$ cat config.mk
export PLATFORM = sky130hd
export DESIGN_NAME = rv64im_instruction_decoder
export DESIGN_NICKNAME = d
export VERILOG_FILES = /design/src/sv/rvd_pkg.sv /design/src/sv/rv64im_instruction_decoder.sv /design/src/sv/rvd_classify.sv /design/src/sv/rvd_operands.sv /design/src/sv/rvd_target.sv
export SDC_FILE = /design/constraint.sdc
export NUM_CORES = 1
export LEC_CHECK = 0
export BUFFER_PORTS_ARGS = -buffer_cell sky130_fd_sc_hd__buf_2
export CORE_MARGIN = 2
export CORE_UTILIZATION = 60
export CTS_BUF_LIST = sky130_fd_sc_hd__clkbuf_4 sky130_fd_sc_hd__clkbuf_8
export DETAILED_ROUTE_END_ITERATION = 8
export PLACE_DENSITY_LB_ADDON = 0.25
export SETUP_SLACK_MARGIN = 0.05
export SYNTH_ARGS = -nofsm -noshare
export SYNTH_HDL_FRONTEND = slang
export SYNTH_HIERARCHICAL = 1
export SYNTH_SLANG_ARGS = --single-unit
$ cat constraint.sdc
create_clock -name clk_i -period 9.7 [get_ports clk_i]
set_input_delay 2.425 -clock clk_i [delete_from_list [all_inputs] [get_ports clk_i]]
set_output_delay 2.425 -clock clk_i [all_outputs]
set_load 0.05 [all_outputs]
$ cat src/sv/rvd_pkg.sv
// rvd_pkg: shared types, codes and decode tables for the rv64im instruction decoder
package rvd_pkg;

  localparam int unsigned InDataBits  = 104;
  localparam int unsigned OutDataBits = 144;

  localparam logic [6:0] OPC_OP_IMM = 7'h13;
  localparam logic [6:0] OPC_OP     = 7'h33;
  localparam logic [6:0] OPC_LOAD   = 7'h03;
  localparam logic [6:0] OPC_STORE  = 7'h23;
  localparam logic [6:0] OPC_BRANCH = 7'h63;
  localparam logic [6:0] OPC_JAL    = 7'h6f;
  localparam logic [6:0] OPC_JALR   = 7'h67;
  localparam logic [6:0] OPC_LUI    = 7'h37;
  localparam logic [6:0] OPC_AUIPC  = 7'h17;
  localparam logic [6:0] OPC_SYSTEM = 7'h73;

  localparam logic [6:0] F7_BASE   = 7'h00;
  localparam logic [6:0] F7_MULDIV = 7'h01;
  localparam logic [6:0] F7_ALT    = 7'h20;
  localparam logic [5:0] F6_LOGIC  = 6'h00;
  localparam logic [5:0] F6_ARITH  = 6'h10;

  localparam logic [2:0] LEN_SHORT = 3'd1;
  localparam logic [2:0] LEN_COMP  = 3'd2;
  localparam logic [2:0] LEN_FULL  = 3'd4;

  localparam logic [11:0] SYS_ECALL  = 12'h000;
  localparam logic [11:0] SYS_EBREAK = 12'h001;

  typedef enum logic [3:0] {
    FORM_NONE, FORM_R, FORM_I, FORM_SHIFT, FORM_MEM, FORM_S, FORM_B, FORM_U,
    FORM_J, FORM_CSR_REG, FORM_CSR_IMM
  } form_e;

  typedef enum logic [5:0] {
    MN_NONE,
    MN_ADDI, MN_SLLI, MN_SLTI, MN_SLTIU, MN_XORI, MN_SRLI, MN_SRAI, MN_ORI, MN_ANDI,
    MN_ADD, MN_SUB, MN_MUL, MN_SLL, MN_MULH, MN_SLT, MN_MULHSU, MN_SLTU, MN_MULHU,
    MN_XOR, MN_DIV, MN_SRL, MN_SRA, MN_DIVU, MN_OR, MN_REM, MN_AND, MN_REMU,
    MN_LB, MN_LH, MN_LW, MN_LD, MN_LBU, MN_LHU, MN_LWU,
    MN_SB, MN_SH, MN_SW, MN_SD,
    MN_BEQ, MN_BNE, MN_BLT, MN_BGE, MN_BLTU, MN_BGEU,
    MN_JAL, MN_JALR, MN_LUI, MN_AUIPC, MN_ECALL, MN_EBREAK,
    MN_CSRRW, MN_CSRRS, MN_CSRRC, MN_CSRRWI, MN_CSRRSI, MN_CSRRCI
  } mnem_e;

  typedef struct packed {
    logic        is_bad;
    logic [2:0]  len;
    mnem_e       mnem;
    form_e       form;
    logic [4:0]  rd;
    logic [4:0]  rs1;
    logic [4:0]  rs2;
    logic [32:0] imm;
    logic [11:0] csr;
    logic        has_target;
    logic [63:0] pc;
  } s1_t;

  typedef struct packed {
    logic        is_bad;
    logic [2:0]  len;
    mnem_e       mnem;
    form_e       form;
    logic [4:0]  rd;
    logic [4:0]  rs1;
    logic [4:0]  rs2;
    logic [32:0] imm;
    logic [11:0] csr;
    logic [31:0] sum_lo;
    logic        carry;
    logic [31:0] pc_hi;
    logic [31:0] imm_hi;
  } s2_t;

  typedef struct packed {
    logic        is_bad;
    logic [2:0]  len;
    mnem_e       mnem;
    form_e       form;
    logic [4:0]  rd;
    logic [4:0]  rs1;
    logic [4:0]  rs2;
    logic [32:0] imm;
    logic [11:0] csr;
    logic [63:0] target;
  } res_t;

  function automatic mnem_e opimm_mnem(input logic [2:0] f3);
    mnem_e m;
    case (f3)
      3'd0:    m = MN_ADDI;
      3'd1:    m = MN_SLLI;
      3'd2:    m = MN_SLTI;
      3'd3:    m = MN_SLTIU;
      3'd4:    m = MN_XORI;
      3'd5:    m = MN_SRLI;
      3'd6:    m = MN_ORI;
      default: m = MN_ANDI;
    endcase
    return m;
  endfunction

  function automatic mnem_e op_base_mnem(input logic [2:0] f3);
    mnem_e m;
    case (f3)
      3'd0:    m = MN_ADD;
      3'd1:    m = MN_SLL;
      3'd2:    m = MN_SLT;
      3'd3:    m = MN_SLTU;
      3'd4:    m = MN_XOR;
      3'd5:    m = MN_SRL;
      3'd6:    m = MN_OR;
      default: m = MN_AND;
    endcase
    return m;
  endfunction

  function automatic mnem_e op_m_mnem(input logic [2:0] f3);
    mnem_e m;
    case (f3)
      3'd0:    m = MN_MUL;
      3'd1:    m = MN_MULH;
      3'd2:    m = MN_MULHSU;
      3'd3:    m = MN_MULHU;
      3'd4:    m = MN_DIV;
      3'd5:    m = MN_DIVU;
      3'd6:    m = MN_REM;
      default: m = MN_REMU;
    endcase
    return m;
  endfunction

  function automatic mnem_e br_mnem(input logic [2:0] f3);
    mnem_e m;
    case (f3)
      3'd0:    m = MN_BEQ;
      3'd1:    m = MN_BNE;
      3'd4:    m = MN_BLT;
      3'd5:    m = MN_BGE;
      3'd6:    m = MN_BLTU;
      3'd7:    m = MN_BGEU;
      default: m = MN_NONE;
    endcase
    return m;
  endfunction

endpackage

$ cat src/sv/rv64im_instruction_decoder.sv
// rv64im_instruction_decoder: top level of the three-stage rv64im decoder
//
// Slave stream takes one instruction beat: the 32-bit little-endian word, the
// count of valid bytes and the pc. Master stream gives one result beat for
// each input beat, in order: bad flag, length, mnemonic index, operand form,
// register fields, immediate, csr number and branch or jal target.
// Pipeline: classify, operand masking with low target add, high target add.
// Each accepted input beat passes through the three pipeline registers to its
// result; throughput is one beat per cycle while m_axis_tready stays high.
// Each stage holds its beat while the next one is full and stalled, so a
// stalled receiver backs up the pipe stage by stage and s_axis_tready falls
// only once all three stages are full. Nothing is lost or repeated.
// Reset clears every stage valid bit; the block takes input right after.
module rv64im_instruction_decoder (
  input  logic                              clk_i,
  input  logic                              rst_ni,
  input  logic                              s_axis_tvalid,
  output logic                              s_axis_tready,
  // insn_word, bytes_available, pc, zero pad
  input  logic [rvd_pkg::InDataBits-1:0]    s_axis_tdata,
  output logic                              m_axis_tvalid,
  input  logic                              m_axis_tready,
  // is_bad, insn_length, mnemonic_index, operand_form, dest_reg, src1_reg,
  // src2_reg, immediate, csr_number, target_address, zero pad
  output logic [rvd_pkg::OutDataBits-1:0]   m_axis_tdata
);

  logic          s1_valid, s1_ready, s2_valid, s2_ready;
  rvd_pkg::s1_t  s1_data;
  rvd_pkg::s2_t  s2_data;
  rvd_pkg::res_t res;

  rvd_classify u_classify (
    .clk_i   (clk_i),
    .rst_ni  (rst_ni),
    .valid_i (s_axis_tvalid),
    .ready_o (s_axis_tready),
    .word_i  (s_axis_tdata[31:0]),
    .avail_i (s_axis_tdata[34:32]),
    .pc_i    (s_axis_tdata[98:35]),
    .valid_o (s1_valid),
    .ready_i (s1_ready),
    .data_o  (s1_data)
  );

  rvd_operands u_operands (
    .clk_i   (clk_i),
    .rst_ni  (rst_ni),
    .valid_i (s1_valid),
    .ready_o (s1_ready),
    .data_i  (s1_data),
    .valid_o (s2_valid),
    .ready_i (s2_ready),
    .data_o  (s2_data)
  );

  rvd_target u_target (
    .clk_i   (clk_i),
    .rst_ni  (rst_ni),
    .valid_i (s2_valid),
    .ready_o (s2_ready),
    .data_i  (s2_data),
    .valid_o (m_axis_tvalid),
    .ready_i (m_axis_tready),
    .data_o  (res)
  );

  assign m_axis_tdata = {6'd0, res.target, res.csr, res.imm, res.rs2, res.rs1, res.rd,
                         res.form, res.mnem, res.len, res.is_bad};

  a_empty_out_takes_input: assert property (@(posedge clk_i) disable iff (!rst_ni)
    !m_axis_tvalid |-> s_axis_tready)
    else $error("input stalled with empty output stage");

  a_bad_fields_clear: assert property (@(posedge clk_i) disable iff (!rst_ni)
    m_axis_tvalid && res.is_bad |->
      res.mnem == rvd_pkg::MN_NONE && res.form == rvd_pkg::FORM_NONE &&
      res.imm == '0 && res.target == '0)
    else $error("bad beat carries decoded fields");

  a_good_full_length: assert property (@(posedge clk_i) disable iff (!rst_ni)
    m_axis_tvalid && !res.is_bad |->
      res.len == rvd_pkg::LEN_FULL && res.mnem != rvd_pkg::MN_NONE)
    else $error("decoded beat with wrong length or no mnemonic");

  a_target_only_bj: assert property (@(posedge clk_i) disable iff (!rst_ni)
    m_axis_tvalid && res.form != rvd_pkg::FORM_B && res.form != rvd_pkg::FORM_J |->
      res.target == '0)
    else $error("target set outside branch and jal");

endmodule

$ cat src/sv/rvd_classify.sv
// rvd_classify: first stage, opcode classification and raw immediate extraction
module rvd_classify (
  input  logic             clk_i,
  input  logic             rst_ni,
  input  logic             valid_i,
  output logic             ready_o,
  input  logic [31:0]      word_i,
  input  logic [2:0]       avail_i,
  input  logic [63:0]      pc_i,
  output logic             valid_o,
  input  logic             ready_i,
  output rvd_pkg::s1_t     data_o
);

  logic         valid_q;
  rvd_pkg::s1_t data_q, data_d;

  logic [6:0] opc, f7;
  logic [2:0] f3;
  logic [5:0] f6;
  rvd_pkg::mnem_e mnem;
  rvd_pkg::form_e form;
  logic [32:0] imm;
  logic        has_target;

  assign opc = word_i[6:0];
  assign f3  = word_i[14:12];
  assign f7  = word_i[31:25];
  assign f6  = word_i[31:26];

  always_comb begin
    mnem       = rvd_pkg::MN_NONE;
    form       = rvd_pkg::FORM_NONE;
    imm        = '0;
    has_target = 1'b0;
    case (opc)
      rvd_pkg::OPC_OP_IMM: begin
        if (f3 inside {3'd1, 3'd5}) begin
          form = rvd_pkg::FORM_SHIFT;
          imm  = {27'd0, word_i[25:20]};
          if (f3 == 3'd1) begin
            mnem = (f6 == rvd_pkg::F6_LOGIC) ? rvd_pkg::MN_SLLI : rvd_pkg::MN_NONE;
          end else if (f6 == rvd_pkg::F6_LOGIC) begin
            mnem = rvd_pkg::MN_SRLI;
          end else if (f6 == rvd_pkg::F6_ARITH) begin
            mnem = rvd_pkg::MN_SRAI;
          end
        end else begin
          form = rvd_pkg::FORM_I;
          mnem = rvd_pkg::opimm_mnem(f3);
          imm  = {{21{word_i[31]}}, word_i[31:20]};
        end
      end
      rvd_pkg::OPC_OP: begin
        form = rvd_pkg::FORM_R;
        if (f7 == rvd_pkg::F7_BASE) begin
          mnem = rvd_pkg::op_base_mnem(f3);
        end else if (f7 == rvd_pkg::F7_MULDIV) begin
          mnem = rvd_pkg::op_m_mnem(f3);
        end else if (f7 == rvd_pkg::F7_ALT) begin
          if (f3 == 3'd0) begin
            mnem = rvd_pkg::MN_SUB;
          end else if (f3 == 3'd5) begin
            mnem = rvd_pkg::MN_SRA;
          end
        end
      end
      rvd_pkg::OPC_LOAD: begin
        form = rvd_pkg::FORM_MEM;
        if (f3 != 3'd7) begin
          mnem = rvd_pkg::mnem_e'(6'(rvd_pkg::MN_LB) + 6'(f3));
        end
        imm = {{21{word_i[31]}}, word_i[31:20]};
      end
      rvd_pkg::OPC_STORE: begin
        form = rvd_pkg::FORM_S;
        if (!f3[2]) begin
          mnem = rvd_pkg::mnem_e'(6'(rvd_pkg::MN_SB) + 6'(f3));
        end
        imm = {{21{word_i[31]}}, word_i[31:25], word_i[11:7]};
      end
      rvd_pkg::OPC_BRANCH: begin
        form       = rvd_pkg::FORM_B;
        mnem       = rvd_pkg::br_mnem(f3);
        imm        = {{20{word_i[31]}}, word_i[31], word_i[7], word_i[30:25],
                      word_i[11:8], 1'b0};
        has_target = 1'b1;
      end
      rvd_pkg::OPC_JAL: begin
        form       = rvd_pkg::FORM_J;
        mnem       = rvd_pkg::MN_JAL;
        imm        = {{12{word_i[31]}}, word_i[31], word_i[19:12], word_i[20],
                      word_i[30:21], 1'b0};
        has_target = 1'b1;
      end
      rvd_pkg::OPC_JALR: begin
        form = rvd_pkg::FORM_MEM;
        if (f3 == 3'd0) begin
          mnem = rvd_pkg::MN_JALR;
        end
        imm = {{21{word_i[31]}}, word_i[31:20]};
      end
      rvd_pkg::OPC_LUI, rvd_pkg::OPC_AUIPC: begin
        form = rvd_pkg::FORM_U;
        mnem = (opc == rvd_pkg::OPC_LUI) ? rvd_pkg::MN_LUI : rvd_pkg::MN_AUIPC;
        imm  = {1'b0, word_i[31:12], 12'd0};
      end
      rvd_pkg::OPC_SYSTEM: begin
        if (f3 == 3'd0) begin
          if (word_i[11:7] == 5'd0 && word_i[19:15] == 5'd0) begin
            if (word_i[31:20] == rvd_pkg::SYS_ECALL) begin
              mnem = rvd_pkg::MN_ECALL;
            end else if (word_i[31:20] == rvd_pkg::SYS_EBREAK) begin
              mnem = rvd_pkg::MN_EBREAK;
            end
          end
        end else if (!f3[2]) begin
          form = rvd_pkg::FORM_CSR_REG;
          mnem = rvd_pkg::mnem_e'(6'(rvd_pkg::MN_CSRRW) + 6'(f3) - 6'd1);
        end else if (f3 != 3'd4) begin
          form = rvd_pkg::FORM_CSR_IMM;
          mnem = rvd_pkg::mnem_e'(6'(rvd_pkg::MN_CSRRWI) + 6'(f3) - 6'd5);
        end
      end
      default: begin
        mnem = rvd_pkg::MN_NONE;
      end
    endcase
  end

  always_comb begin
    data_d            = '0;
    data_d.mnem       = mnem;
    data_d.form       = form;
    data_d.rd         = word_i[11:7];
    data_d.rs1        = word_i[19:15];
    data_d.rs2        = word_i[24:20];
    data_d.imm        = imm;
    data_d.csr        = word_i[31:20];
    data_d.has_target = has_target;
    data_d.pc         = pc_i;
    if (avail_i < 3'd4) begin
      data_d.is_bad = 1'b1;
      data_d.len    = rvd_pkg::LEN_SHORT;
    end else if (word_i[1:0] != 2'b11) begin
      data_d.is_bad = 1'b1;
      data_d.len    = rvd_pkg::LEN_COMP;
    end else begin
      data_d.is_bad = (mnem == rvd_pkg::MN_NONE);
      data_d.len    = rvd_pkg::LEN_FULL;
    end
  end

  assign ready_o = !valid_q || ready_i;

  always_ff @(posedge clk_i or negedge rst_ni) begin
    if (!rst_ni) begin
      valid_q <= 1'b0;
    end else if (ready_o) begin
      valid_q <= valid_i;
    end
  end

  always_ff @(posedge clk_i) begin
    if (ready_o && valid_i) begin
      data_q <= data_d;
    end
  end

  assign valid_o = valid_q;
  assign data_o  = data_q;

endmodule

$ cat src/sv/rvd_operands.sv
// rvd_operands: second stage, per-form field masking and low half of the target add
module rvd_operands (
  input  logic         clk_i,
  input  logic         rst_ni,
  input  logic         valid_i,
  output logic         ready_o,
  input  rvd_pkg::s1_t data_i,
  output logic         valid_o,
  input  logic         ready_i,
  output rvd_pkg::s2_t data_o
);

  logic         valid_q;
  rvd_pkg::s2_t data_q, data_d;
  logic         use_rd, use_rs1, use_rs2, use_csr, use_target;
  logic [63:0]  pc_m;
  logic [32:0]  imm_m;
  logic [32:0]  sum_lo;

  always_comb begin
    use_rd  = data_i.form inside {rvd_pkg::FORM_R, rvd_pkg::FORM_I, rvd_pkg::FORM_SHIFT,
                                  rvd_pkg::FORM_MEM, rvd_pkg::FORM_U, rvd_pkg::FORM_J,
                                  rvd_pkg::FORM_CSR_REG, rvd_pkg::FORM_CSR_IMM};
    use_rs1 = data_i.form inside {rvd_pkg::FORM_R, rvd_pkg::FORM_I, rvd_pkg::FORM_SHIFT,
                                  rvd_pkg::FORM_MEM, rvd_pkg::FORM_S, rvd_pkg::FORM_B,
                                  rvd_pkg::FORM_CSR_REG, rvd_pkg::FORM_CSR_IMM};
    use_rs2 = data_i.form inside {rvd_pkg::FORM_R, rvd_pkg::FORM_S, rvd_pkg::FORM_B};
    use_csr = data_i.form inside {rvd_pkg::FORM_CSR_REG, rvd_pkg::FORM_CSR_IMM};
    use_target = data_i.has_target && !data_i.is_bad;
    pc_m    = use_target ? data_i.pc : '0;
    imm_m   = use_target ? data_i.imm : '0;
    sum_lo  = {1'b0, pc_m[31:0]} + {1'b0, imm_m[31:0]};

    data_d        = '0;
    data_d.is_bad = data_i.is_bad;
    data_d.len    = data_i.len;
    if (!data_i.is_bad) begin
      data_d.mnem = data_i.mnem;
      data_d.form = data_i.form;
      data_d.rd   = use_rd ? data_i.rd : '0;
      data_d.rs1  = use_rs1 ? data_i.rs1 : '0;
      data_d.rs2  = use_rs2 ? data_i.rs2 : '0;
      data_d.imm  = data_i.imm;
      data_d.csr  = use_csr ? data_i.csr : '0;
    end
    data_d.sum_lo = sum_lo[31:0];
    data_d.carry  = sum_lo[32];
    data_d.pc_hi  = pc_m[63:32];
    data_d.imm_hi = {32{imm_m[32]}};
  end

  assign ready_o = !valid_q || ready_i;

  always_ff @(posedge clk_i or negedge rst_ni) begin
    if (!rst_ni) begin
      valid_q <= 1'b0;
    end else if (ready_o) begin
      valid_q <= valid_i;
    end
  end

  always_ff @(posedge clk_i) begin
    if (ready_o && valid_i) begin
      data_q <= data_d;
    end
  end

  assign valid_o = valid_q;
  assign data_o  = data_q;

endmodule

$ cat src/sv/rvd_target.sv
// rvd_target: third stage, high half of the target add and the output register
module rvd_target (
  input  logic          clk_i,
  input  logic          rst_ni,
  input  logic          valid_i,
  output logic          ready_o,
  input  rvd_pkg::s2_t  data_i,
  output logic          valid_o,
  input  logic          ready_i,
  output rvd_pkg::res_t data_o
);

  logic          valid_q;
  rvd_pkg::res_t data_q, data_d;
  logic [31:0]   sum_hi;

  always_comb begin
    sum_hi        = data_i.pc_hi + data_i.imm_hi + {31'd0, data_i.carry};
    data_d.is_bad = data_i.is_bad;
    data_d.len    = data_i.len;
    data_d.mnem   = data_i.mnem;
    data_d.form   = data_i.form;
    data_d.rd     = data_i.rd;
    data_d.rs1    = data_i.rs1;
    data_d.rs2    = data_i.rs2;
    data_d.imm    = data_i.imm;
    data_d.csr    = data_i.csr;
    data_d.target = {sum_hi, data_i.sum_lo};
  end

  assign ready_o = !valid_q || ready_i;

  always_ff @(posedge clk_i or negedge rst_ni) begin
    if (!rst_ni) begin
      valid_q <= 1'b0;
    end else if (ready_o) begin
      valid_q <= valid_i;
    end
  end

  always_ff @(posedge clk_i) begin
    if (ready_o && valid_i) begin
      data_q <= data_d;
    end
  end

  assign valid_o = valid_q;
  assign data_o  = data_q;

endmodule

# [Yosys cells after proc, flatten, opt, wreduce, memory -nomap -nowiden]
# Cells that the tools add are included.
[word_totals] regBits=420 input_bits=108 output_inout_bits=146 word_cells=153
[classes] addsub=9 order_cmp=1 n_eq_ne=34 mux=36 bitwise_logic=4 reduce_logical=32
[op_table] cell="$pmux 33 s6" n=1
[op_table] cell="$mux 6" n=16
[op_table] cell="$pmux 5 s7" n=2
[op_table] cell="$mux 33" n=2
[op_table] cell="$pmux 6 s9" n=1
[op_table] cell="$pmux 6 s6" n=1
[op_table] cell="$add 32x32->33" n=1
[op_table] cell="$add 32x1->32" n=1
[op_table] cell="$add 32x32->32" n=1
[op_table] cell="$mux 32" n=1
[op_table] cell="$pmux 4 s8" n=1
[op_table] cell="$eq 7x6->1 const B" n=4
[op_table] cell="$eq 7x7->1 const B" n=4
[op_table] cell="$pmux 4 s7" n=1
[op_table] cell="$eq 4x3->1 const B" n=4
[op_table] cell="$reduce_bool 8->1" n=2
[op_table] cell="$reduce_or 2->1" n=8
[op_table] cell="$eq 7x5->1 const B" n=2
[op_table] cell="$add 5x4->6 const A" n=2
[op_table] cell="$eq 12x1->1 const B" n=1
[op_table] cell="$eq 3x3->1 const B" n=4
[op_table] cell="$eq 4x4->1 const B" n=3
[op_table] cell="$logic_not 12->1" n=1
[op_table] cell="$logic_not 6->1" n=2
[op_table] cell="28 further kinds" n=50

# [Depth between registers and ports, before layout]
# Gate-level depths: netlist of the first run.
[logic_depth] word_depth=8 ltp_mapped=14 depth_no_buf=12

# [By module]
# Netlist of the first run, hierarchy kept.
[modules_own_cells] module="rvd_operands" instances=1 cells_each=618 area_per_inst_um2=7420.9 seq_area_each_um2=4229.1
[modules_own_cells] module="rvd_target" instances=1 cells_each=409 area_per_inst_um2=6027.0 seq_area_each_um2=4169.0
[modules_own_cells] module="rvd_classify" instances=1 cells_each=386 area_per_inst_um2=5749.3 seq_area_each_um2=4048.9
[modules_own_cells] module="rv64im_instruction_decoder" instances=1 cells_each=7 area_per_inst_um2=48.8 seq_area_each_um2=0.0

# [Least setup slack after synthesis of the first run]
# Ideal clock, no wire load.
[synth_timing] path_kind="input to register" start="input m_axis_tready" end="register u_classify.data_q (netlist bit u_classify/data_o[0]) (enable)" setup_time_ps=509 t_arrival_ps=6295 required_time_ps=9191 slack_ps=2897 stages=4 n_path_buf=0 path_cell_list="nand2b_1 > nand2b_1 > nand2b_1 > and2_1"
[synth_between] elab_chain_cells=4
[synth_lines] element="from (decl)" line_no="rv64im_instruction_decoder.sv:22" rtl="input logic m_axis_tready,"
[synth_lines] element="$logic_or 1x1->1" line_no="rvd_target.sv:31" rtl="assign ready_o = !valid_q || ready_i;"
[synth_lines] element="$logic_or 1x1->1" line_no="rvd_operands.sv:52" rtl="assign ready_o = !valid_q || ready_i;"
[synth_lines] element="net s1_ready" line_no="rv64im_instruction_decoder.sv:28" rtl="logic s1_valid, s1_ready, s2_valid, s2_ready;"
[synth_lines] element="$logic_or 1x1->1" line_no="rvd_classify.sv:154" rtl="assign ready_o = !valid_q || ready_i;"
[synth_lines] element="net s_axis_tready" line_no="rv64im_instruction_decoder.sv:18" rtl="output logic s_axis_tready,"
[synth_lines] element="$logic_and 1x1->1" line_no="rvd_classify.sv:165" rtl="if (ready_o && valid_i) begin"
[synth_lines] element="to (signal assigned)" line_no="rvd_classify.sv:166" rtl="data_q <= data_d;"
[synth_lines] element="to (decl)" line_no="rvd_classify.sv:16" rtl="rvd_pkg::s1_t data_q, data_d;"
# The timed path passes the listed nets, and every way through them passes these cells.
# A chain may end at the register's enable or synchronous reset.

# [Worst setup path after layout of the first run]
[layout_timing] start="input m_axis_tready" end="output s_axis_tready"
[layout_between] elab_chain_cells=3
[layout_lines] element="$logic_or 1x1->1" line_no="rvd_target.sv:31"
[layout_lines] element="net s2_ready" line_no="rv64im_instruction_decoder.sv:28"
[layout_lines] element="$logic_or 1x1->1" line_no="rvd_operands.sv:52"
[layout_lines] element="net s1_ready" line_no="rv64im_instruction_decoder.sv:28"
[layout_lines] element="$logic_or 1x1->1" line_no="rvd_classify.sv:154"
[layout_lines] element="to (decl)" line_no="rv64im_instruction_decoder.sv:18"
# The timed path passes the listed nets, and every way through them passes these cells.

==> results of run 1 <==
-- area by class of cell --
| type | instances | area [µm²] | area share [%] |
|---|---|---|---|
| Clock buffer | 97 | 1180 | 5.45 |
| Inverter | 38 | 145 | 0.667 |
| Multi-Input combinational cell | 879 | 6100 | 28.1 |
| Sequential cell | 415 | 12400 | 57.2 |
| Timing Repair Buffer | 247 | 1250 | 5.76 |
| Clock inverter | 21 | 106 | 0.489 |
| Antenna cell | 2 | 5.00 | 0.0230 |
| Tap cell | 402 | 503 | 2.31 |
-- worst register-to-register path, stage by stage, from the launching register on --
cell and delay (ns):
edfxtp_1 0.36, buf_4 0.32, nor2b_4 0.43, buf_4 0.44, and2_1 0.24, ha_1 0.31
a2111oi_4 0.39, o21ai_1 0.21, nand4b_1 0.26, nand2_1 0.11, nand2b_1 0.20, a21oi_1 0.38
o21ai_1 0.15, xor2_1 0.15
-- through the flow --
stage,power (mW),std cells
6_report,4.33,2101
5_1_grt,4.49,2101
4_1_cts,4.37,2099
3_5_place_dp,2.92,1981
3_3_place_gp,2.91,1981
2_1_floorplan,2.77,1425
-- routing by layer --
metal / vias to the layer above / global-route usage (%) / wire, µm
met5: - / 0 / 0
met4: 0 / 9.98 / 1350
met3: 87 / 5.42 / 3010
met2: 476 / 40.5 / 20100
met1: 5891 / 34.1 / 18000
li1: 5724 / - / -
-- cells in the mapped netlist, types with 5 or more instances --
master    instances  area share (%)
nand3_1          34            0.88
buf_6             8            0.47
nor4_1            5            0.16
o211ai_1          8            0.31
xnor2_1          35             1.6
nand2b_1         13            0.42
a21o_1           45             1.8
nor2b_1          63             2.0
nor2_1           50            0.98
clkbuf_1         31            0.60
and3_1           12            0.39
buf_2            10            0.26
o21a_1           12            0.47
a211oi_1          9            0.35
o21ai_0          29            0.75
and2_1          132             4.3
nand2_1          59             1.2
o22ai_1           7            0.23
o21bai_1         13            0.51
xor2_1           19            0.86
edfxtp_1        412              64
o31ai_1           5            0.20
buf_4            43             1.7
nor3_1           17            0.44
a21oi_1          84             2.2
a31oi_1           9            0.29
inv_1            34            0.66
nand4_1          12            0.39
ha_1             74             4.8
o21ai_1          22            0.57
or3_1             5            0.16
a21oi_2           5            0.23
-- sequential cells by signal (all words and copies together) (netlist names) --
register / count
u_operands/data_o: 140
u_classify/valid_o: 1
u_target/valid_o: 1
u_classify/data_o: 134
u_target/data_o: 138
u_operands/valid_o: 1
-- where the power goes --
| part | internal (mW) | switching (mW) |
|---|---|---|
| Combinational | 0.157 | 0.508 |
| Clock | 0.787 | 0.653 |
| Sequential | 2.18 | 0.0458 |
| Total | 3.12 | 1.21 |
-- logic make-up (layout without fill, tap and decap cells) --
family / after synthesis / in the layout / share of synthesized area (%)
AND/OR/NAND/NOR: 442 / 442 / 13.2
XOR/XNOR: 54 / 54 / 2.46
adder cells (fa/ha/maj): 77 / 77 / 5.12
buffers and inverters: 131 / 403 / 3.78
other: 1 / 8 / 0.0195
AO/OA/AOI/OAI: 298 / 298 / 10.7
flip-flops: 415 / 415 / 64.7
multiplexers: 2 / 2 / 0.104
-- path summary, 6_finish.rpt --
kind	end	cells past startpoint	from	slack, ns
max reg2reg	u_operands/data_o[96]	13	u_classify/data_o[138]	5.49
min	u_target/data_o[113]	0	u_operands/data_o[146]	0.41
min in group asynchronous	u_classify/valid_o	1	rst_ni	1.63
min reg2reg	u_target/data_o[113]	0	u_operands/data_o[146]	0.41
max in group asynchronous	u_operands/valid_o	1	rst_ni	7.96
max	s_axis_tready	5	m_axis_tready	4.00
==> flow_metrics.tcl, run 1 <==
set metrics [dict create \
    status "completed" \
    cts_resized 0 \
    cp_max_fo 3 \
    cts_inserted_buffers 69 \
    synthArstFlopShare_pct 0.723 \
    area_delta_synth_final_pct 13.0 \
    period_share_pct 58.7 \
    max_cap_viol_count 0 \
    clock_latency_ns 0.59 \
    grt_pass1_vias 11781 \
    track_usage_pct 25.3 \
    core_mm2 0.0316 \
    startpoint_type "input port" \
    synth.yosys.seq_area_share_pct 64.7 \
    clockRootBuffer "clkbuf_8" \
    vias 12178 \
    layout-drive-gt1-share_pct 23.4 \
    antenna_found_initial 2 \
    crit_type "in -> out" \
    hpwl_mm 29.7 \
    io_pins 254 \
    crit_required_ns 7.28 \
    io_buffer_count 240 \
    drt_first_pass_iters 5 \
    cts_sinks 415 \
    place.gp.congestion 0.911 \
    ant_nets 0 \
    finalHoldViolCount 0 \
    layout_min_cycle_time_ns 5.70 \
    mostFrequentLayoutCells "412 x edfxtp_1, 240 x buf_2, 129 x and2_1" \
    fillers 2299 \
    slowest_stage "buf_2" \
    fin_skew_ns 0.0309 \
    max_freq_ghz 0.176 \
    drcViolationCount 0 \
    drt-wirelength-per-cell_um 20.2 \
    die_y_um 183 \
    ys_warn_count 6 \
    start_util_pct 61.0 \
    cts_max_path_buffers 3 \
    final_common_cell "edfxtp_1" \
    cpLargestDelayFamily "simple AND/OR/NAND/NOR gates" \
    synth_area_mm2 0.0192 \
    drv_slew 0 \
    placed_area_mm2 0.0205 \
    finalNetCount 1835 \
    row_count 65 \
    synthCells 1420 \
    fin_util_pct 68.9 \
    synth_edf_count 412 \
    rsz0062_at_grt "no" \
    leakagePower_nw 8.82 \
    cts_setup_buffers 0 \
    crit_top_cell "nand2b_1" \
    drt_wl_total_mm 42.5 \
    vias_per_cell 5.80 \
    overflow 0 \
    synth_ff_type "edfxtp_1" \
    crit_arrival_ns 3.27 \
    cts_hold_buffers 0 \
    cp_cell_sequence "buf_2, nand2b_1, nand2b_1, nand2b_1, buf_2" \
    h-tree-depth 3 \
    syn_avg_cell_area_um2 13.6 \
    tightestPinTransition_ns 1.09 \
    cts_tree "built" \
    path_clk_slew_ns 0.06 \
    ir_drop_uv 139 \
    design_area_mm2 0.0217 \
    drt_iter0_markers 1000 \
    synth-seq-cells 415 \
    powerDensity_mw_per_mm2 199 \
    hold_class "reg -> reg" \
    grt_max_degree 80 \
    die_area_mm2 0.0335 \
    worst-path-buf-inv 2 \
    yosysUniqueCellTypes 89 \
    setup_ws_ns 4.00 \
    grt_pass1_wl_mm 64.4 \
    setup_tns_ns 0 \
    relSlewSlack_pct 27.4 \
    pre_cts_ws_ns 4.01 \
    hold_slack_ns 0.413 \
    max_stage_delay_ns 0.22 \
    die_w_um 183 \
    finalSetupViolations 0 \
    critPathCaptureType "output pin" \
]
(Power assumes the default switching activity.)
==> inputs of run 2 (changes only) <==
==> constraint.sdc (replaced) <==
create_clock -name clk_i -period 5.3 [get_ports clk_i]
set_input_delay 1.325 -clock clk_i [delete_from_list [all_inputs] [get_ports clk_i]]
set_output_delay 1.325 -clock clk_i [all_outputs]
set_load 0.05 [all_outputs]
==> run 2 against run 1 <==
Against the previous run: total power grew 84%; combinational power grew 85%; sequential power is 83% higher; sequential cell count did not move; design area grew 0.28%; register-to-register slack worse by 4.0 ns; first-iteration DRC count grew 5.9%; routed wire length grew 1.7%.
==> flow_metrics.tcl, run 2 (same netlist as run 1, synthesis figures left out) <==
set metrics [dict create \
    drt_wl_total_mm 43.2 \
    timing.rr.start "u_classify/data_o[138]" \
    grt_pass1_wl_mm 65.0 \
    fin_util_pct 69.1 \
    r2r-end "u_operands/data_o[85]" \
    cts_resized 0 \
    fillers 2249 \
    max_cap_viol_count 0 \
    vias 12202 \
    worst-path-buf-inv 0 \
    regArea_mm2 0.0124 \
    max_stage_delay_ns 0.65 \
    status "completed" \
    final_common_cell "edfxtp_1" \
    hpwl_mm 30.1 \
    cp_cell_sequence "nor2b_4, and2_1, ha_1, fa_1, a21oi_1, o21ai_1, a21oi_2, o21ai_1, nand3_2, o22a_1, o21ai_1, xor2_1" \
    drv_slew 0 \
    cpLargestDelayFamily "compound AO/OA/AOI/OAI gates" \
    relSlewSlack_pct 35.0 \
    tightestPinTransition_ns 0.975 \
    crit_arrival_ns 4.18 \
    setup.worst_path.end "u_operands/data_o[85]" \
    cts_sinks 415 \
    largest_reg_flops 140 \
    drcViolationCount 0 \
    critPathCaptureType "flop" \
    hold_class "reg -> reg" \
    io_buffer_count 240 \
    h-tree-depth 3 \
    ir_drop_uv 231 \
    layout_min_cycle_time_ns 3.86 \
    ant_nets 0 \
    dp.cells 1984 \
    crit_type "reg -> reg" \
    cts_max_path_buffers 3 \
    placed_area_mm2 0.0205 \
    start_util_pct 61.0 \
    vias_per_cell 5.79 \
    slowest_stage "edfxtp_1" \
    design_area_mm2 0.0218 \
    max_freq_ghz 0.259 \
    die_y_um 183 \
    area_delta_synth_final_pct 13.3 \
    drt_iter0_markers 1059 \
    grt_pass1_vias 11966 \
    period_share_pct 72.7 \
    startpoint_type "flop" \
    cts_tree "built" \
    crit_cells 12 \
    rsz0062_at_grt "no" \
    setup_tns_ns 0 \
    clock_latency_ns 0.60 \
    overflow 0 \
    antenna_found_initial 1 \
    p_total_mw 7.95 \
    clockRootBuffer "clkbuf_8" \
    final_cells 2106 \
    drt-wirelength-per-cell_um 20.5 \
    die_area_mm2 0.0335 \
    multi_input_area_mm2 0.00610 \
    crit_start "u_classify/data_o[138]" \
    io_pins 254 \
    crit_required_ns 5.63 \
    r2r_slack_ns 1.44 \
    grt_max_degree 139 \
    finalNetCount 1837 \
    layout-drive-gt1-share_pct 23.1 \
    cts_inserted_buffers 68 \
    leakagePower_nw 8.82 \
    mostFrequentLayoutCells "412 x edfxtp_1, 240 x buf_2, 129 x and2_1" \
    drt_first_pass_iters 5 \
    finalHoldViolCount 0 \
    place.gp.congestion 0.946 \
    die_w_um 183 \
    r2r_cells 12 \
    min-delay-start "u_operands/data_o[160]" \
    finalSetupViolations 0 \
    cts_hold_buffers 0 \
    track_usage_pct 25.7 \
    crit_top_cell "o21ai_1" \
    powerDensity_mw_per_mm2 364 \
    fin_skew_ns 0.0312 \
    path_clk_slew_ns 0.06 \
    cts_setup_buffers 0 \
    core_mm2 0.0316 \
    row_count 65 \
    cp_max_fo 33 \
]
[run 2: cell types whose count changed in the layout (fill, tap and decap cells not counted)]
| cell | before | now |
|---|---|---|
| bufinv_16 | 0 | 1 |
| clkbuf_4 | 24 | 19 |
| diode_2 | 2 | 1 |
| clkinv_2 | 10 | 7 |
| buf_12 | 0 | 3 |
| clkbuf_8 | 73 | 71 |
| clkinvlp_4 | 2 | 4 |
| clkinv_1 | 9 | 19 |
[run 2: metrics by stage]
step	worst slack, ns	hold slack [ns]
global placement	1.27	0.400
global route	1.24	0.416
floorplan	0.152	0.400
finish	1.44	0.405
detailed placement	1.31	0.405
CTS	1.46	0.402
[run 2: worst min path at each step]
stage,end,cells after the start
finish,u_target/data_o[127],0
global route,u_target/data_o[91],0
CTS,u_target/data_o[127],0
detailed placement,u_target/data_o[110],0
global placement,u_target/data_o[76],0
floorplan,u_operands/data_o[167],0
[run 2: cell type report]
cell class / instances / share of cell area [%]
Clock buffer: 90 / 5.13
Antenna cell: 1 / 0.0115
Tap cell: 402 / 2.31
Clock inverter: 31 / 0.797
Multi-Input combinational cell: 879 / 28.0
Inverter: 38 / 0.665
Sequential cell: 415 / 57.1
Timing Repair Buffer: 250 / 6.02
[run 2: where the power goes]
group,internal (mW),switching (mW)
logic,0.296,0.933
clock network,1.43,1.22
registers,3.98,0.0862
[run 2: per-layer routing]
| layer | routed length [µm] | track usage (%) | up-vias |
|---|---|---|---|
| li1 | - | - | 5732 |
| met1 | 17700 | 33.7 | 5882 |
| met2 | 21000 | 42.1 | 506 |
| met3 | 3200 | 5.60 | 82 |
| met4 | 1290 | 10.4 | 0 |
| met5 | 0 | 0 | - |
==> inputs of run 3 (changes only) <==
==> constraint.sdc (replaced) <==
create_clock -name clk_i -period 3.8 [get_ports clk_i]
set_input_delay 0.95 -clock clk_i [delete_from_list [all_inputs] [get_ports clk_i]]
set_output_delay 0.95 -clock clk_i [all_outputs]
set_load 0.05 [all_outputs]
==> run 3 against run 2 <==
Against the previous run: sequential cell count unchanged; cell count increased by 1.0%; combinational power increased by 42%; global-route usage increased by 0.49 points; critical path depth unchanged; routed wire length increased by 1.1%; sequential power increased by 39%; die area unchanged; total power increased by 41%.
==> flow_metrics.tcl, run 3 (same netlist as run 1, synthesis figures left out) <==
set metrics [dict create \
    p_total_mw 11.2 \
    timing.rr.start "u_classify/data_o[138]" \
    clockRootBuffer "clkbuf_8" \
    finalSetupViolations 0 \
    io_pins 254 \
    fin_skew_ns 0.0301 \
    core_mm2 0.0316 \
    setup_tns_ns 0 \
    status "completed" \
    crit_required_ns 4.14 \
    hold_slack_ns 0.131 \
    cts_max_path_buffers 3 \
    path_clk_slew_ns 0.06 \
    cts_inserted_buffers 69 \
    max_freq_ghz 0.291 \
    cp_max_fo 27 \
    fin_util_pct 69.8 \
    grt_pass1_wl_mm 66.6 \
    startpoint_type "flop" \
    clock_latency_ns 0.61 \
    layout-drive-gt1-share_pct 24.1 \
    cts_setup_buffers 0 \
    area_delta_synth_final_pct 14.5 \
    row_count 65 \
    dp.cells 2001 \
    track_usage_pct 26.2 \
    ant_nets 0 \
    drt_first_pass_iters 5 \
    die_y_um 183 \
    start_util_pct 61.0 \
    io_buffer_count 240 \
    vias 12366 \
    h-tree-depth 3 \
    grt_pass1_vias 12187 \
    vias_per_cell 5.81 \
    ir_drop_uv 373 \
    period_share_pct 90.4 \
    overflow 0 \
    cts_sinks 415 \
    grt_max_degree 59 \
    critPathCaptureType "flop" \
    mostFrequentLayoutCells "412 x edfxtp_1, 240 x buf_2, 129 x and2_1" \
    die_area_mm2 0.0335 \
    pre_cts_ws_ns 0.314 \
    crit_arrival_ns 3.77 \
    cts_resized 0 \
    placed_area_mm2 0.0207 \
    finalNetCount 1855 \
    drt_iter0_markers 1082 \
    leakagePower_nw 8.96 \
    final_cells 2127 \
    drt_wl_total_mm 43.6 \
    cts_tree "built" \
    drcViolationCount 0 \
    cts_hold_buffers 0 \
    rsz0062_at_grt "no" \
    crit_type "reg -> reg" \
    tightestPinTransition_ns 0.788 \
    drv_slew 0 \
    largest_reg_flops 140 \
    layout_min_cycle_time_ns 3.44 \
    finalHoldViolCount 0 \
    fillers 2247 \
    antenna_found_initial 5 \
    max_cap_viol_count 0 \
    relSlewSlack_pct 47.2 \
    setup_ws_ns 0.364 \
    hpwl_mm 31.1 \
    final_common_cell "edfxtp_1" \
    powerDensity_mw_per_mm2 509 \
    drt-wirelength-per-cell_um 20.5 \
    place.gp.congestion 0.908 \
    crit_start "u_classify/data_o[138]" \
    hold_class "in -> async" \
    die_w_um 183 \
    design_area_mm2 0.0220 \
]
run 3: changes by cell type in the layout (fill, tap and decap cells not counted):
cell,change
buf_12,+4
bufinv_16,+1
clkinv_2,+5
clkinvlp_4,-2
clkbuf_4,+1
diode_2,+2
buf_4,+13
clkinv_1,-3
run 3: power breakdown:
part           leakage (nW)  switching [mW]  internal (mW)
combinational          4.15            1.31          0.435
clock                 0.704            1.73           2.08
sequential             4.11           0.118           5.55
total                  8.96            3.16           8.06
run 3: area by class of cell:
type	instances	area, µm²	area share [%]
antenna	3	7.51	0.0341
clock buffer	91	1130	5.12
clock inverter	32	203	0.920
inverter	38	145	0.659
multi-input combinational	879	6100	27.7
sequential	415	12400	56.5
tap	402	503	2.28
timing repair buffer	267	1490	6.77
run 3: path summary, 6_finish.rpt:
path                                          to  slack [ns]  cells after the start
max                        u_operands/data_o[96]        0.36                     12
min                           u_classify/valid_o        0.13                      1
max reg2reg                u_operands/data_o[96]        0.36                     12
min reg2reg                  u_target/data_o[31]        0.41                      0
max in group asynchronous     u_operands/valid_o        3.56                      1
min in group clk_i           u_target/data_o[31]        0.41                      0
run 3: worst max-delay path, cell delays in order, from the launching register on:
cell	delay [ns]
edfxtp_1	0.40
buf_4	0.32
nor2b_1	0.11
and2_1	0.17
ha_1	0.37
a2111oi_4	0.38
o21ai_1	0.20
nand4b_1	0.25
nand2_1	0.10
nand2b_1	0.20
a21oi_1	0.35
o21ai_1	0.14
xor2_1	0.16
run 3: routing by layer:
metal	GRT usage (%)	vias up	routed length [µm]
li1	-	5761	-
met1	34.4	6003	18100
met2	43.3	503	21300
met3	5.44	95	2990
met4	9.98	4	1270
met5	0	-	33
